<file path="config.mk">
export PLATFORM = sky130hd
export DESIGN_NAME = dds_relax
export DESIGN_NICKNAME = d
export VERILOG_FILES = /design/src/rtl/dds_pkg.sv /design/src/rtl/dds_relax.sv
export SDC_FILE = /design/constraint.sdc
export NUM_CORES = 1
export LEC_CHECK = 0
export BUFFER_PORTS_ARGS = -buffer_cell sky130_fd_sc_hd__buf_4
export CORE_ASPECT_RATIO = 1.2
export CORE_UTILIZATION = 25
export DETAILED_ROUTE_END_ITERATION = 6
export GPL_ROUTABILITY_DRIVEN = 0
export PLACE_DENSITY = 0.54
export SLEW_MARGIN = 20
export SYNTH_ARGS = -nofsm -noshare
export SYNTH_HDL_FRONTEND = slang
export SYNTH_SLANG_ARGS = --single-unit
</file>
<file path="constraint.sdc">
create_clock -name vclk -period 13
set_clock_uncertainty 0.2 [all_clocks]
set_input_delay 3.25 -clock vclk [all_inputs]
set_output_delay 3.25 -clock vclk [all_outputs]
set_load 0.01 [all_outputs]
</file>
<file path="src/rtl/dds_pkg.sv">
`timescale 1ns / 1ps

package dds_pkg;

   // field widths of the request, response and csr
   localparam int ACT_W    = 2;
   localparam int VTX_W    = 6;
   localparam int DIST_W   = 17;
   localparam int VCOUNT_W = 7;

   // default graph size
   localparam int MAX_VERTICES_DEF = 64;

   // weight that stands for "no edge" / "unreached"
   localparam logic [DIST_W-1:0] NO_EDGE = 17'd100000;

   // vertex_count after reset
   localparam logic [VCOUNT_W-1:0] VCOUNT_RESET = 7'd64;

   // request action codes
   typedef enum logic [ACT_W-1:0] {
      ACT_WRITE = 2'd0,
      ACT_RUN   = 2'd1,
      ACT_CLEAR = 2'd2
   } action_type;

   // sequencer states
   typedef enum logic [2:0] {
      ST_IDLE,
      ST_CLEAR,
      ST_INIT,
      ST_SCAN,
      ST_DRAIN,
      ST_VISIT,
      ST_EMIT_RD,
      ST_EMIT_LD
   } state_type;

   // relax unit result for one scanned vertex
   typedef struct packed {
      logic              upd;
      logic              better;
      logic [DIST_W-1:0] relaxed_len;
   } relax_type;

endpackage

</file>
<file path="src/rtl/dds_relax.sv">
`timescale 1ns / 1ps

// relax one unvisited vertex through the current vertex and test it
// against the running minimum
module dds_relax import dds_pkg::*; (
   input  logic [DIST_W-1:0] base,
   input  logic [DIST_W-1:0] weight,
   input  logic [DIST_W-1:0] cur_len,
   input  logic              visited,
   input  logic [DIST_W-1:0] best,
   output relax_type         result
);

   logic [DIST_W:0]   cand;
   logic              upd;
   logic [DIST_W-1:0] relaxed_len;

   // candidate path length, one bit wider so it cannot wrap
   assign cand        = {1'b0, base} + {1'b0, weight};
   assign upd         = !visited && (cand < {1'b0, cur_len});
   assign relaxed_len = upd ? cand[DIST_W-1:0] : cur_len;

   // strict compare keeps the lowest index on ties
   assign result.upd         = upd;
   assign result.relaxed_len = relaxed_len;
   assign result.better      = !visited && (relaxed_len < best);

endmodule

</file>
Yosys cells after proc, flatten, opt, wreduce, memory -nomap -nowiden

Index checks and enable logic that the tools add are counted.

Register bits: 0
Output and inout bits: 19

$add $sub $neg: 1
Magnitude comparators: 2
Multiplexer cells: 1
Reductions and logical operators: 3

Operators by type and width:

| kind                                                    | count |
|---|---|
| 17-bit by 17-bit adder with 18-bit output               | 1 |
| 18-bit by 17-bit less-than comparator with 1-bit output | 1 |
| 17-bit less-than comparator                             | 1 |
| 17-bit 2-to-1 mux                                       | 1 |
| 1-bit logical AND                                       | 2 |
| 1-bit logical NOT                                       | 1 |

Longest topological paths before layout

Word-level depth: 6
Depth in mapped cells: 27

Least setup slack after synthesis

No wires, ideal clock.

Kind: input to output
From: input port base[7]
To: output port result[17] in the netlist's numbering
Arrival: 8.106 ns
Required time: 9.550 ns
Slack: 1.444 ns
Cell stages on the path: 24
Buffers on the path: 2
Cells stage by stage: ha_1 a211o_1 or3_1 o221ai_2 o21bai_1 o31a_1 xor2_1 ha_1 o21a_1 o21ai_0 a31oi_1 nor4_1 and4_1 buf_2 and2_1 buf_6 mux2_2 ha_1 a21o_1 a21o_1 a21oi_1 o211ai_1 a2111oi_0 a211o_1

RTL lines:

| element     | line            | RTL |
|---|---|---|
| from (decl) | dds_relax.sv:6  | `input logic [DIST_W-1:0] base,` |
| to (decl)   | dds_relax.sv:11 | `output relax_type result` |

==> run metrics <==
pre-CTS WS 0.433 ns; CP endpoint kind primary output; 1st-pass router iterations 4; worst path bufs/invs 3; register area 0 sq um; final non-filler cell area 2620 sq um; IO buf count 88; Area growth syn-to-layout 39.5%; Pleak 1.38 nW; setup violators final 0; worst hold start cur_len[14]; Fill cells 791; total power draw 152 uW; core area 7270 sq um; Initial Util 25.8%; final setup TNS 0 ns; Placed Cells 430; Syn Std Cell Area 1880 sq um; unrepaired setup endpoints after global routing false; Total GRT Usage 13.7%; layout cells sized above 1 29.7%; number of max-cap violations 0; post-CTS setup buffers 0; Slew HR 66.7%; final worst-path cycle share 94.8%; sequential area share after synthesis 0%; Critical Path RT 9.55 ns; most frequent cells in the layout buf_4 (89), ha_1 (49), inv_1 (37); Final Hold Fails 0; Gate Count Post-Synth 256; die height 97.0 um; Core Util, Final 36.1%; cts repair resizes 0; routed wire length 5310 um; delay of the slowest critical-path stage 0.43 ns; footprint of the multi-input gates 1700 sq um; initial antenna violation count 0; WL/cell 12.4 um; Clock buffer cells 0; most common cell after layout, fill and taps aside buf_4; # hold bufs at CTS 0; post-synthesis cell type count 45; CP Max Fanout 19; die area 7870 sq um; Crit path arrival time 8.87 ns; Routed Antenna Nets 0; dpl hpwl 4780 um; Net Count, Synth 375; Final #Nets 461; final worst setup slack 0.682 ns; number of global-route vias before repair 2038; Area after DPL 2620 sq um; largest net degree at the start of global routing 20; Die X 81.1 um; critical path launch point type primary input; DRC 0; first-pass GRT wire length 8940 um; routed vias/inst 4.74; Syn. warnings 0; Max VDD drop 0.0233 mV; overall via count from detail_route 2037; Slew Limit Fails 0; Rows 34; Initial DRC Count 53; Ports 88; critical path's top delay family compound AO/OA/AOI/OAI gates; Final min period 12.32 ns; GRT overflow 0; crit path kind primary input to primary output; PwrDens 57.9 nW/um^2; outcome complete, no violations; non-filler cells, final 430; fmax 81.2 MHz; syn avg cell area 7.34 sq um; crit path max-delay cell type a2111oi_0; final antenna diode count 0; hold endpoint result[14]; worst hold slack 6.64 ns; FFs & Latches 0; Slew @ Worst Pin 0.496 ns; cell depth of the worst hold path 3; Hold Crit Class primary input to primary output
## cell families (layout without fill, tap and decap cells)
logic type	Yosys count	in the layout	share of synthesized area, %
buffers and inverters	42	126	9.45
AO/OA/AOI/OAI	75	75	25.7
AND/OR/NAND/NOR	65	65	18.4
XOR/XNOR	13	13	6.06
adder cells (fa/ha/maj)	50	50	33.7
multiplexers	11	11	6.66
## report_power, final
group	switching (mW)	internal [mW]	total, mW
registers	0	0	0
logic	0.0774	0.0745	0.152
clock network	0	0	0
total	0.0774	0.0745	0.152
## layout make-up
class              count  share of cell area, %
inverters             37                   5.30
multi-input cells    214                   64.9
well taps             90                   4.29
repair buffers        89                   25.5
## worst max path at each step
stage	from	to	slack, ns	depth (start not counted)
5_1_grt	base[7]	result[17]	0.20	25
6_report	base[7]	result[17]	0.68	25
3_5_place_dp	base[7]	result[17]	0.43	25
3_3_place_gp	base[7]	result[17]	0.60	25
2_1_floorplan	base[7]	result[17]	1.44	24
4_1_cts	base[7]	result[17]	0.42	25
## cells in the mapped netlist, drive strengths merged
cell / number / area, sq um
xor2: 4 / 35.0
o2111ai: 1 / 8.76
nand4: 5 / 46.3
nor2b: 5 / 31.3
or3: 1 / 6.26
o31a: 2 / 17.5
o21bai: 2 / 15.0
nand3: 13 / 65.1
fa: 1 / 20.0
a41oi: 1 / 8.76
or4b: 1 / 10.0
and4: 1 / 8.76
nor2: 10 / 37.5
clkbuf: 1 / 3.75
nor3: 4 / 20.0
nor4: 1 / 6.26
ha: 49 / 613
o2bb2ai: 1 / 8.76
a21o: 5 / 37.5
mux2i: 2 / 20.0
a21oi: 20 / 111
o21a: 4 / 30.0
nand2b: 4 / 25.0
o21ai: 24 / 120
nand2: 15 / 56.3
or3b: 1 / 8.76
buf: 4 / 35.0
a211oi: 3 / 22.5
o221ai: 1 / 15.0
and3: 3 / 18.8
and2: 1 / 6.26
a2111oi: 3 / 26.3
a211o: 3 / 26.3
o211ai: 3 / 22.5
inv: 37 / 139
mux2: 9 / 105
a31oi: 2 / 12.5
xnor2: 9 / 78.8
## metal layers
metal / wire (um) / vias to the layer above / global-route usage [%]
li1: - / 1104 / -
met1: 2400 / 877 / 18.2
met2: 2610 / 56 / 25.3
met3: 294 / 0 / 0.472
met4: 0 / 0 / 0
met5: 0 / - / 0
Power figures use the tool's default switching activity.
