**config.mk**
```make
export PLATFORM = sky130hd
export DESIGN_NAME = dds_ram
export DESIGN_NICKNAME = d
export VERILOG_FILES = /design/src/rtl/dds_ram.sv
export SDC_FILE = /design/constraint.sdc
export NUM_CORES = 1
export LEC_CHECK = 0
export BUFFER_PORTS_ARGS = -buffer_cell sky130_fd_sc_hd__buf_4
export CORE_MARGIN = 4
export CORE_UTILIZATION = 50
export DETAILED_ROUTE_END_ITERATION = 7
export GPL_ROUTABILITY_DRIVEN = 0
export GPL_TIMING_DRIVEN = 0
export PLACE_DENSITY = 0.66
export SLEW_MARGIN = 5
export SYNTH_ARGS = -nofsm -noshare
export SYNTH_HDL_FRONTEND = slang
export SYNTH_SLANG_ARGS = --single-unit
```
**constraint.sdc**
```tcl
create_clock -name clock -period 5.31 [get_ports clock]
set_input_delay 1.3275 -clock clock [delete_from_list [all_inputs] [get_ports clock]]
set_output_delay 1.3275 -clock clock [all_outputs]
set_load 0.005 [all_outputs]
```
**src/rtl/dds_ram.sv**
```systemverilog
`timescale 1ns / 1ps

// simple dual-port RAM, one write and one registered read per cycle
module dds_ram #(
   parameter int WIDTH = 8,
   parameter int DEPTH = 64
) (
   input  logic                     clock,
   input  logic                     wr_en,
   input  logic [$clog2(DEPTH)-1:0] wr_addr,
   input  logic [WIDTH-1:0]         wr_data,
   input  logic [$clog2(DEPTH)-1:0] rd_addr,
   output logic [WIDTH-1:0]         rd_data
);

   logic [WIDTH-1:0] mem_ff [DEPTH];
   logic [WIDTH-1:0] rd_data_ff;

   always_ff @(posedge clock) begin
      if (wr_en) begin
         mem_ff[wr_addr] <= wr_data;
      end
      rd_data_ff <= mem_ff[rd_addr];
   end

   assign rd_data = rd_data_ff;

endmodule

```
# Word-level counts from Yosys, hierarchy flattened

Memory sizes are Yosys's and may differ from the RTL's. A register that Yosys moved wholly into a read port is not among the register bits.
Cells that the tools add are included.

RAM bits: 512
Logic and storage cells: 3
Memories: 1
Flip-flop bits (word level): 0
Output and inout bits: 8

Memories:

| memory | words | width | rd ports | clocked after memory_dff | write ports | line | text |
|---|---|---|---|---|---|---|---|
| mem_ff | 64    | 8     | 1        | 1                        | 1           | 16   | `logic [WIDTH-1:0] mem_ff [DEPTH];` |

Multiplexer cells: 2

Operators by type and width:

| kind             | count |
|---|---|
| 2-to-1 mux 1 bit | 2 |

# Logic depth before layout (Yosys ltp)

Depth in word-level cells: 2
Depth in mapped cells: 9
Depth with buffers taken out: 5

# Least setup slack after synthesis

No wires, ideal clock.

Path type: in2reg
From: input port rd_addr[1]
To: register rd_data_ff[3], in the netlist rd_data[3] (read register of mem_ff)
Cell stages on the path: 7
Slack: 2.315 ns
Buffers on the path: 3
Arrival: 2.867 ns
Data required time: 5.182 ns
Setup time: 0.128 ns
Cells stage by stage: buf_4 -> buf_2 -> buf_2 -> mux4_2 -> mux4_2 -> o21ai_1 -> o41ai_1

RTL lines:

| what        | line | text |
|---|---|---|
| from (decl) | 12   | `input logic [$clog2(DEPTH)-1:0] rd_addr,` |
| to (decl)   | 17   | `logic [WIDTH-1:0] rd_data_ff;` |

==> key figures <==
Critical path
  – Arrival time of the worst setup path: 3.97 ns
  – Buffers and inverters on the worst path: 3
  – Worst path max stage delay: 0.76 ns
  – Slowest CP cell: buf_1
  – Worst-path cell chain: buf_4 > buf_2 > buf_1 > nand2_1 > a211oi_1 > nor4_1 > nor3_1 > o32ai_1
  – Crit path kind: in -> reg
  – Setup crit start kind: input port
  – Worst R2R End: rd_data[4]
  – Reg2reg path depth: 5
  – CP Max Fanout: 10
  – Worst Setup SP: rd_addr[1]
  – Reg-to-reg slack, setup: 3.06 ns
  – Crit-path leading delay family: buffers and inverters
  – R2r startpoint: mem_ff[21][4]
  – Crit. End Element: flip-flop
  – Worst path required time: 5.72 ns

Hold path
  – Hold/Removal Path Class: reg -> reg
  – Worst Hold Path EP: rd_data[1]
  – Worst Hold Depth: 4
  – Hold Startpoint: mem_ff[18][1]

CTS
  – Setup Buffers After CTS: 0
  – Root buf cell: clkbuf_16
  – CTS H-tree depth: 2
  – Clock transition at the registers of the reported paths: 0.06 ns
  – Cts hold-fix bufs: 0
  – Deepest clock path buffer count: 3
  – Clk Latency, worst-skew pair: 0.58 ns
  – Num CTS Buffers: 51
  – CTS tree: yes
  – Clock sinks: 520
  – Post-cts sizing count: 0

Placement
  – IO buf count: 21
  – Hpwl dp: 29.0 mm
  – Placed inst area: 21000 um2
  – Inst Count DP: 1486
  – Pre-CTS setup slack: 1.25 ns

Route
  – Wire per inst: 29.1 um
  – DR iter-0 viols: 1053
  – DRC Markers: 0
  – Total Wirelength: 46.0 mm
  – Total number of vias: 9738
  – Drt via density: 6.17
  – Initial DRT Pass Iterations: 5
  – Detail Route Antenna Nets: 0

Timing
  – WHS: 0.997 ns
  – RSZ-0062 raised after global routing: false
  – Setup TNS Final: 0 ns
  – Final setup vio count: 0
  – Slew HR: 33.7%
  – Fin worst setup slack: 1.75 ns
  – Fin. Hold Viols: 0
  – Clock skew: 0.0120 ns
  – Max-slew violations: 0
  – Final period util: 67.0%
  – Time the worst path needs with I/O delays and setup: 3.56 ns
  – Least-Margin Pin Slew: 0.994 ns
  – FMAX: 281 MHz

Synth
  – Post-synth cell types: 40
  – Syn nets: 962
  – YS warnings: 0
  – Synth Instances: 940
  – Yosys reg bits: 520
  – Synth Area per Inst: 21.5 um2
  – Mapped cell area: 20200 um2
  – Part of the Yosys area used for sequential elements: 77.0%

Flow run
  – MaxCap Viol Count: 0

Die
  – Die Wd: 209 um
  – Io pins: 30
  – # rows: 73
  – Die Area: 43600 um2
  – Die extent in y: 209 um
  – Core Area: 39800 um2
  – Starting Density: 50.6%

Layout
  – Fin nets: 1036
  – Diode count: 0
  – Post-Layout Inst Area: 22500 um2
  – Layout cell share with drive strength beyond 1: 25.0%
  – Most common cell after layout, fill and taps aside: edfxtp_1
  – Area grow syn2layout: 11.8%
  – Fin cells: 1579
  – Most frequent cells in the layout: 512 x edfxtp_1, 126 x mux4_2, 83 x nor2_1

GRT
  – Aggregate global routing overflow: 0
  – Largest net degree at the start of global routing: 65
  – First-pass GRT wire length: 67.7 mm
  – Vias in the first global route: 9896
  – Initial antenna violation count: 0
  – GRT Util Overall: 21.3%

Power
  – PwrDens: 371 nW/um2
  – Worst VDD drop: 0.278 mV
  – Pleak: 6.99 nW

Status
  – Status: finished clean
==> per-layer routing <==
| metal | routed length [um] | track usage (%) |
|---|---|---|
| met5 | 0 | 0 |
| met3 | 3820 | 4.43 |
| met2 | 22700 | 34.4 |
| met1 | 18200 | 30.0 |
| met4 | 1320 | 6.08 |
==> worst max path at each step <==
stage          slack, ns          to  cells past startpoint
2_1_floorplan       2.31  rd_data[3]                      7
3_3_place_gp        1.21  rd_data[3]                      7
3_5_place_dp        1.25  rd_data[5]                      7
4_1_cts             1.84  rd_data[5]                      7
5_1_grt             1.61  rd_data[5]                      7
6_report            1.75  rd_data[4]                      8
==> metrics by stage <==
step	utilization, %	power [mW]
finish	56.6	8.35
global route	56.6	8.60
CTS	56.6	8.41
detailed placement	52.7	5.09
global placement	52.7	5.08
floorplan	-	4.88
==> logic make-up (layout without fill, tap and decap cells) <==
kind of cell           Yosys count  after routing  share of synthesized area [%]
buffers and inverters           51            165                           1.57
multiplexers                   162            162                           15.9
flip-flops                     520            520                           77.0
AO/OA/AOI/OAI                   54             54                           2.07
AND/OR/NAND/NOR                153            153                           3.39
==> report_power, final <==
| group | leakage [nW] | switching (mW) | internal, mW |
|---|---|---|---|
| Combinational | 1.55 | 0.282 | 0.166 |
| Sequential | 4.67 | 0.00812 | 4.54 |
| Clock | 0.760 | 1.46 | 1.89 |
==> Yosys cell counts, drive strengths merged <==
master   count  area, um2
o221a        2       22.5
and2         1       6.26
mux4       126       2840
clkbuf      17       63.8
mux2i       23        230
o32ai        2       17.5
or3          1       6.26
nand2       19       71.3
nand3b       3       22.5
a221oi       6       52.6
edfxtp     512      15400
nand2b       7       43.8
a21oi        3       15.0
o2111ai      3       26.3
o221ai       8       70.1
nor3         7       35.0
nand4b       1       8.76
a2111oi      2       17.5
nor4         2       12.5
nor2        83        312
buf         34        253
a31oi        1       6.26
nor2b       14       87.6
o21ai        4       20.0
mux2        13        146
dfxtp        8        160
o21a         2       15.0
a22oi        3       22.5
o311ai       1       8.76
o22ai        8       50.1
o2bb2ai      3       26.3
o41ai        2       17.5
nand3       13       65.1
nand4        2       12.5
a211oi       4       30.0
==> worst reg2reg max path: cells and delay by family, from the launching register on <==
family,cells,cell delay (ns)
AO/OA/AOI/OAI,2,0.52
flip-flops,1,0.35
multiplexers,2,0.78
AND/OR/NAND/NOR,1,0.43
==> final cells by class <==
| class | count | area [um2] |
|---|---|---|
| Fill cell | 2983 | 17300 |
| Sequential cell | 520 | 15500 |
| Multi-Input combinational cell | 369 | 4330 |
| Clock buffer | 73 | 1450 |
| Tap cell | 525 | 657 |
| Buffer | 51 | 317 |
| Timing Repair Buffer | 21 | 158 |
| Clock inverter | 20 | 95.1 |
==> state kept, by name, summed over array words and instances (netlist names) <==
signal / cells
mem_ff: 512
rd_data: 8
Note: power is estimated with default switching activity, not from simulation.
